## src/design/tlg_pkg.sv

```systemverilog
// ----------------------------------------------------------------------------
// tlg_pkg
// Shared widths, command codes and control/status types for the toroidal
// life generation step block.
// ----------------------------------------------------------------------------
package tlg_pkg;

    // Default grid size
    localparam int GRID_ROWS_DEF = 25;
    localparam int GRID_COLS_DEF = 80;

    // Payload field widths
    localparam int CMD_W   = 2;
    localparam int ROW_W   = 5;
    localparam int COL_W   = 7;
    localparam int EPOCH_W = 32;

    // Item command codes
    localparam logic [CMD_W-1:0] CMD_WRITE = 2'd0;
    localparam logic [CMD_W-1:0] CMD_STEP  = 2'd1;
    localparam logic [CMD_W-1:0] CMD_READ  = 2'd2;

    // Controller to datapath commands
    typedef struct packed {
        logic load_item;   // capture accepted beat
        logic clear_wr;    // write a zero row into bank 0
        logic cell_rd;     // read the addressed row of the live bank
        logic cell_wb;     // finish a cell write or read
        logic step_begin;  // count epoch, set up checks and counters
        logic win_issue;   // read the next window row and snapshot row
        logic win_shift;   // shift read row into the window
        logic row_commit;  // write new row, update snapshots and compares
        logic step_end;    // resolve halt, snapshot valid bits, swap banks
        logic cnt_clr;
        logic cnt_inc;
        logic out_load;    // place the result in the output register
    } tlg_cmd_t;

    // Datapath to controller status
    typedef struct packed {
        logic [CMD_W-1:0] item_cmd;
        logic             halted;
        logic             cnt_last;  // row counter at last row
        logic             pro_last;  // third window row fetched
        logic             out_free;  // output register can take a result
    } tlg_stat_t;

endpackage

```

## src/design/tlg_ctrl.sv

```systemverilog
// ----------------------------------------------------------------------------
// tlg_ctrl
// Sequencer: reset clear pass, cell access, and the row-by-row generation
// sweep with its window prologue.
// ----------------------------------------------------------------------------
module tlg_ctrl import tlg_pkg::*; (
    input  logic      clk,
    input  logic      rst_n,
    input  logic      in_valid,
    output logic      in_ready,
    input  tlg_stat_t stat,
    output tlg_cmd_t  cmd
);

    typedef enum logic [10:0] {
        S_CLEAR   = 11'b000_0000_0001,
        S_IDLE    = 11'b000_0000_0010,
        S_DECODE  = 11'b000_0000_0100,
        S_CELL_RD = 11'b000_0000_1000,
        S_CELL_WB = 11'b000_0001_0000,
        S_PRO_A   = 11'b000_0010_0000,
        S_PRO_B   = 11'b000_0100_0000,
        S_ROW_A   = 11'b000_1000_0000,
        S_ROW_B   = 11'b001_0000_0000,
        S_FINISH  = 11'b010_0000_0000,
        S_OUT     = 11'b100_0000_0000
    } state_t;

    state_t state_reg, state_next;

    assign in_ready = (state_reg == S_IDLE);

    // State register
    always_ff @(posedge clk or negedge rst_n)
    begin
        if (!rst_n)
        begin
            state_reg <= S_CLEAR;
        end
        else
        begin
            state_reg <= state_next;
        end
    end

    // Next state and commands
    always_comb
    begin
        state_next = state_reg;
        cmd        = '0;
        case (state_reg)
            S_CLEAR:
            begin
                cmd.clear_wr = 1'b1;
                cmd.cnt_inc  = 1'b1;
                if (stat.cnt_last)
                begin
                    state_next = S_IDLE;
                end
            end
            S_IDLE:
            begin
                if (in_valid)
                begin
                    cmd.load_item = 1'b1;
                    state_next    = S_DECODE;
                end
            end
            S_DECODE:
            begin
                if (stat.item_cmd == CMD_WRITE || stat.item_cmd == CMD_READ)
                begin
                    state_next = S_CELL_RD;
                end
                else if (stat.item_cmd == CMD_STEP && !stat.halted)
                begin
                    cmd.step_begin = 1'b1;
                    cmd.cnt_clr    = 1'b1;
                    state_next     = S_PRO_A;
                end
                else
                begin
                    state_next = S_OUT;
                end
            end
            S_CELL_RD:
            begin
                cmd.cell_rd = 1'b1;
                state_next  = S_CELL_WB;
            end
            S_CELL_WB:
            begin
                cmd.cell_wb = 1'b1;
                state_next  = S_OUT;
            end
            S_PRO_A:
            begin
                cmd.win_issue = 1'b1;
                state_next    = S_PRO_B;
            end
            S_PRO_B:
            begin
                cmd.win_shift = 1'b1;
                if (stat.pro_last)
                begin
                    cmd.cnt_clr = 1'b1;
                    state_next  = S_ROW_A;
                end
                else
                begin
                    cmd.cnt_inc = 1'b1;
                    state_next  = S_PRO_A;
                end
            end
            S_ROW_A:
            begin
                cmd.win_issue = 1'b1;
                state_next    = S_ROW_B;
            end
            S_ROW_B:
            begin
                cmd.row_commit = 1'b1;
                cmd.win_shift  = 1'b1;
                cmd.cnt_inc    = 1'b1;
                state_next     = stat.cnt_last ? S_FINISH : S_ROW_A;
            end
            S_FINISH:
            begin
                cmd.step_end = 1'b1;
                state_next   = S_OUT;
            end
            S_OUT:
            begin
                if (stat.out_free)
                begin
                    cmd.out_load = 1'b1;
                    state_next   = S_IDLE;
                end
            end
            default:
            begin
                state_next = S_CLEAR;
            end
        endcase
    end

    // Sweep commands only while no beat can be taken
    a_no_accept_in_sweep: assert property (@(posedge clk) disable iff (!rst_n)
        (cmd.row_commit || cmd.clear_wr) |-> !in_ready)
        else $error("sweep overlaps item accept");

    // A step ends only right after the last row commit
    a_end_after_last_row: assert property (@(posedge clk) disable iff (!rst_n)
        cmd.step_end |-> $past(cmd.row_commit && stat.cnt_last))
        else $error("step end without last row");

    // A result is loaded only from the output state, then the block is ready
    a_out_then_idle: assert property (@(posedge clk) disable iff (!rst_n)
        cmd.out_load |=> in_ready)
        else $error("not ready after result load");

endmodule

```

## config.mk

```make
export PLATFORM = sky130hd
export DESIGN_NAME = tlg_ctrl
export DESIGN_NICKNAME = d
export VERILOG_FILES = /design/src/design/tlg_pkg.sv /design/src/design/tlg_ctrl.sv
export SDC_FILE = /design/constraint.sdc
export NUM_CORES = 1
export LEC_CHECK = 0
export ABC_AREA = 1
export BUFFER_PORTS_ARGS = -buffer_cell sky130_fd_sc_hd__buf_4
export CORE_MARGIN = 2
export CORE_UTILIZATION = 50
export CTS_CLUSTER_SIZE = 20
export DETAILED_ROUTE_END_ITERATION = 16
export HOLD_SLACK_MARGIN = 0.1
export MAX_ROUTING_LAYER = met4
export PLACE_DENSITY_LB_ADDON = 0.08
export SYNTH_ARGS = -nofsm -noshare
export SYNTH_HDL_FRONTEND = slang
export SYNTH_SLANG_ARGS = --single-unit
```

## constraint.sdc

```tcl
create_clock -name clk -period 2 [get_ports clk]
set_input_delay 0.5 -clock clk [delete_from_list [all_inputs] [get_ports clk]]
set_output_delay 0.5 -clock clk [all_outputs]
set_load 0.02 [all_outputs]
```

==> flow_summary.toml, run 1 <==
[setup_path]
critPathMaxFanout = 3
crit_arrival_ns = 1.55
regToRegSetupSlack_ns = -0.01
required_ns = 1.50
cp-end-kind = "output pin"
worstSetupStartpointType = "flip-flop"
worstSetupPathType = "reg -> out"

[synthesis]
syn_area_per_cell_sq_um = 7.59
yosysTopAreaCell = "dfrtp_1"
synth_top_family_by_area = "simple AND/OR/NAND/NOR gates"
synth_mux_area_frac = 0
synth_edf_count = 0
synth_xor_area_frac = 0
synth.most_common_cell = "inv_1"
syn_inst = 106
synth_cell_types = 21
synth-warning-count = 0
synthTopCellsByArea = "dfrtp_1 (31%), inv_1 (9.8%), nor2_1 (7.5%), nand2_2 (7.0%), nand2_1 (6.1%)"
synth_top_area_frac = 0.311
netlist_top_cells_count = "inv_1 (21), nor2_1 (16), nand2_1 (13), dfrtp_1 (10), nand2_2 (9)"
synthesis.area_sq_um = 805
async_reset_ff_frac = 1.00
synth-main-ff-cell = "dfrtp_1"
synth-compound-area-share = 0.0311
synth_sequential_area_ratio = 0.344
synthSimpleGateAreaFrac = 0.518
synth_seq_cells = 11
synthAdderAreaFrac = 0
synth_nets = 115

[power_and_ir_drop]
p_sw_mw = 0.436
swShare = 0.440
combPwrFrac = 0.544
leakagePower_nw = 0.689
internal_power_mw = 0.556
seq_power_share = 0.291
p_per_area_nw_per_um2 = 838
clockPowerShare = 0.165
vdd_drop_max_uv = 688

[placement]
dp_cells = 143
io_buffers = 21
place_congestion = 0.829
hpwl_um = 1440
dpl_cell_area_sq_um = 982
place_ws_ns = 0.201

[sta]
layout_min_cycle_time_ns = 2.05
rsz0062_at_grt = "true"
slew_violations = 0
max_freq_ghz = 0.488
period_share = 1.02
layout_setup_ws_ns = -0.0494
finalHoldViolCount = 0
setup_viol = 3
skew_ns = 0.00784
max-slew-margin-rel = 0.840
worst_pin_slew_ns = 0.239

[global_routing]
grt_usage = 0.246
grt_pass1_wl_um = 3280
grt_pass1_vias = 774
grt_max_degree = 12
grt_overflow_total = 0
grt_antenna_before_repair = 0

[detailed_routing]
avgViaCountPerCell = 5.23
vias = 852
antenna_left = 0
first_pass_iters = 4
drc = 0
wl_per_cell_um = 13.3
wirelength_um = 2170
drt_iter0_markers = 19

[final_layout]
fin_util = 0.786
nets = 157
n_antenna_cell = 0
drive_above_1_share = 0.517
design_area_sq_um = 1180
final_cells = 163
largest_reg_flops = 11
area_growth_pct = 47.1
fillers = 110

[flow_run]
maxCapViolCount = 0

[clock_network]
clk_pin_slew_ns = 0.08
cts_root_buf = "clkbuf_4"
tritoncts = "yes"
cts_buffers = 3
htreeDepth = 1
clk_path_buf_depth = 2
clock_latency_ns = 0.28
clock_sinks = 11

[die]
core-area_sq_um = 1510
die_h_um = 44.1
fp.dieW_um = 44.1
die_area_sq_um = 1950
start_util = 0.534
num_io_pins = 22
num_rows = 14

[run_status]
violations = "setup timing"
outcome = "finished, violations left"

[hold_path]
hold_class = "in -> reg"
==> worst paths after layout <==
check	cells after the start	end	start
setup / recovery	6	cmd[2]	state_reg[1]
hold / removal	2	state_reg[3]	stat[4]
setup reg to reg	12	state_reg[5]	state_reg[1]
hold reg to reg	3	state_reg[8]	state_reg[6]
max in group asynchronous	2	state_reg[0]	rst_n
min in group asynchronous	2	state_reg[1]	rst_n
==> placed cells by master, fill, tap and decap left out, drive strengths merged <==
| cell type | count |
|---|---|
| buf | 36 |
| nand2 | 26 |
| nor2 | 25 |
| inv | 23 |
| dfrtp | 10 |
| nand3 | 9 |
| clkbuf | 4 |
| nor3 | 4 |
| and2 | 2 |
| o21ai | 2 |
| nor3b | 1 |
| a21oi | 1 |
| nand4 | 1 |
| o22ai | 1 |
| dlygate4sd3 | 1 |
| dfstp | 1 |
==> stage by stage <==
step	hold slack (ns)	total power, mW	TNS (ns)
2_1_floorplan	0.204	0.616	0
3_3_place_gp	0.342	0.732	0
3_5_place_dp	0.345	0.743	0
5_1_grt	0.389	1.05	-0.388
4_1_cts	0.382	0.931	-0.0484
6_report	0.372	0.992	-0.0626
==> layout make-up <==
| class | instances | area, sq um | share of cell area |
|---|---|---|---|
| multi-input combinational | 72 | 487 | 0.411 |
| timing repair buffer | 37 | 288 | 0.243 |
| sequential | 11 | 277 | 0.234 |
| inverter | 23 | 86.3 | 0.0729 |
| clock buffer | 4 | 26.3 | 0.0222 |
| tap | 16 | 20.0 | 0.0169 |
==> power groups by stage <==
| stage | clock network (mW) | logic, mW | registers, mW |
|---|---|---|---|
| 3_3_place_gp | 0 | 0.446 | 0.286 |
| 6_report | 0.163 | 0.539 | 0.289 |
| 4_1_cts | 0.156 | 0.485 | 0.289 |
| 3_5_place_dp | 0 | 0.454 | 0.290 |
| 5_1_grt | 0.171 | 0.589 | 0.292 |
| 2_1_floorplan | 0 | 0.334 | 0.282 |
==> worst max-delay path, cell delays in order, from the launching register on <==
cell and delay [ns]:
dfrtp_1 0.42, nor2_4 0.14, nand3_2 0.10, nor3_4 0.25, nand2_2 0.10, o21ai_1 0.10
buf_4 0.16
==> cell families (layout without fill, tap and decap cells) <==
kind of cell           Yosys count  in the layout
flip-flops                      11             11
AND/OR/NAND/NOR                 68             68
buffers and inverters           23             64
AO/OA/AOI/OAI                    4              4
==> layer usage <==
layer	vias up	share of wire	track usage	wire length, um
met2	40	0.51	0.415	1110
li1	406	-	-	-
met1	398	0.38	0.257	835
met4	0	0.033	0.152	72
met5	-	0	-	0
met3	8	0.072	0.0571	156
==> timing repair <==
| action | in CTS | in global routing |
|---|---|---|
| gates resized for setup | 4 | 12 |
| pin swaps | 5 | 8 |
| endpoints found under the hold margin | 10 | 0 |
| hold buffers | 1 | 0 |
| setup endpoints to repair | 2 | 8 |
| setup buffers | 9 | 6 |
No activity file was read; power rests on OpenSTA's default activity.
==> run 2, diff against run 1 <==
--- a/config.mk
+++ b/config.mk
@@ -8,7 +8,7 @@
 export ABC_AREA = 1
 export BUFFER_PORTS_ARGS = -buffer_cell sky130_fd_sc_hd__buf_4
 export CORE_MARGIN = 2
-export CORE_UTILIZATION = 50
+export CORE_UTILIZATION = 47
 export CTS_CLUSTER_SIZE = 20
 export DETAILED_ROUTE_END_ITERATION = 16
 export HOLD_SLACK_MARGIN = 0.1
==> run 2 against run 1 <==
Net effect:
- the flow still finishes with violations (setup timing)
- worst setup slack gained 0.046 ns
- worst hold slack lost 0.00085 ns
- global-route usage shrank 3.6 points
- largest cell class unchanged
- largest power group unchanged
==> flow_summary.toml, run 2 (same netlist as run 1, synthesis figures left out) <==
[setup_path]
critPathMaxFanout = 3
crit_arrival_ns = 1.50
cp.depth = 6
r2r-end = "state_reg[0]"
cp-startpoint = "state_reg[1]"
slowest_delay_ns = 0.42
r2r_cells = 9
required_ns = 1.50
slowest_stage = "dfrtp_1"
regToRegSetupSlack_ns = 0.63
crit_family = "simple AND/OR/NAND/NOR gates"
worstSetupStartpointType = "flip-flop"
worstSetupPathType = "reg -> out"
crit_end = "cmd[2]"
cp-end-kind = "output pin"
critPathBufInv = 1
timing.rr.start = "state_reg[1]"
path_cells = "nor2_4 -> nand3_2 -> nor3_4 -> nand2_2 -> o21ai_2 -> buf_6"

[clock_network]
cts_root_buf = "clkbuf_4"
cts_buffers = 3
clk_pin_slew_ns = 0.08
tritoncts = "yes"
clock_sinks = 11
htreeDepth = 1
clk_path_buf_depth = 2
clock_latency_ns = 0.28

[sta]
rsz0062_at_grt = "true"
finalHoldViolCount = 0
max_freq_ghz = 0.499
worst_pin_slew_ns = 0.270
max-slew-margin-rel = 0.820
period_share = 1.00
skew_ns = 0.00953
setup_viol = 1
layout_min_cycle_time_ns = 2.00
layout_setup_ws_ns = -0.00324
slew_violations = 0

[final_layout]
n_antenna_cell = 0
drive_above_1_share = 0.478
final_cells = 154
mostFrequentLayoutCells = "buf_4 (24), inv_1 (20), nor2_1 (14), nand2_1 (12), dfrtp_1 (10)"
nets = 148
design_area_sq_um = 1110
fillers = 122
final_common_cell = "buf_4"
seqCellArea_sq_um = 277
area_growth_pct = 38.3
multi_input_area_sq_um = 478
largest_reg_flops = 11

[power_and_ir_drop]
leakagePower_nw = 0.654
p_per_area_nw_per_um2 = 862
vdd_drop_max_uv = 797
power_mw = 0.959

[detailed_routing]
avgViaCountPerCell = 4.77
first_pass_iters = 4
drt_iter0_markers = 6
drc = 0
wl_per_cell_um = 11.3
antenna_left = 0
vias = 735
wirelength_um = 1740

[die]
num_io_pins = 22
die_h_um = 45.4
start_util = 0.516
core-area_sq_um = 1560
die_area_sq_um = 2060
num_rows = 14
fp.dieW_um = 45.4

[global_routing]
grt_max_degree = 12
grt_overflow_total = 0
grt_pass1_vias = 654
grt_usage = 0.210
grt_antenna_before_repair = 0
grt_pass1_wl_um = 2900

[placement]
place_ws_ns = 0.208
dp_cells = 143
hpwl_um = 1320
dpl_cell_area_sq_um = 982
place_congestion = 0.857
io_buffers = 21

[run_status]
outcome = "finished, violations left"
violations = "setup timing"

[hold_path]
hold_class = "in -> reg"

[flow_run]
maxCapViolCount = 0
-- run 2: cell types whose count changed in the layout (fill, tap and decap cells not counted), sizes merged --
cell    previous run  this run
clkinv             0         1
buf               36        27
clkbuf             4         3
-- run 2: how the worst min path moves through the flow --
stage	cells after the start	endpoint	slack, ns	start
6_report	2	state_reg[3]	0.37	stat[4]
5_1_grt	2	state_reg[3]	0.38	stat[4]
4_1_cts	2	state_reg[3]	0.37	stat[4]
3_5_place_dp	1	state_reg[9]	0.34	rst_n
3_3_place_gp	1	state_reg[9]	0.34	rst_n
2_1_floorplan	0	state_reg[10]	0.20	rst_n
-- run 2: where the power goes --
group | internal [mW] | total (mW) | switching (mW)
registers | 0.256 | 0.289 | 0.0333
clock network | 0.0742 | 0.159 | 0.0845
logic | 0.214 | 0.511 | 0.297
-- run 2: what timing repair did --
action | 4_1_cts | 5_1_grt
cloned | 0 | 0
hold buffers | 1 | 0
hold endpoints to repair | 10 | 0
setup buffers | 4 | 2
setup endpoints to repair | 2 | 6
gates resized for setup | 5 | 9
pin swaps | 5 | 8
-- run 2: area by class of cell --
class / count / share of cell area
repair buffers: 28 / 0.201
multi-input cells: 72 / 0.430
inverters: 23 / 0.0776
clock buffers: 3 / 0.0202
clock inverters: 1 / 0.00450
well taps: 16 / 0.0180
flip-flops and latches: 11 / 0.249
-- run 2: layer usage --
metal / wire length, um / GRT usage
met2: 849 / 0.323
met1: 783 / 0.263
met5: 0 / -
met3: 74 / 0.0516
met4: 29 / 0.0882
-- run 2: through the flow --
step / TNS (ns) / hold slack (ns) / util
floorplan: 0 / 0.204 / -
global placement: 0 / 0.344 / 0.630
detailed placement: 0 / 0.345 / 0.630
CTS: -0.00709 / 0.374 / 0.683
global route: -0.184 / 0.376 / 0.713
finish: -0.00324 / 0.371 / 0.713
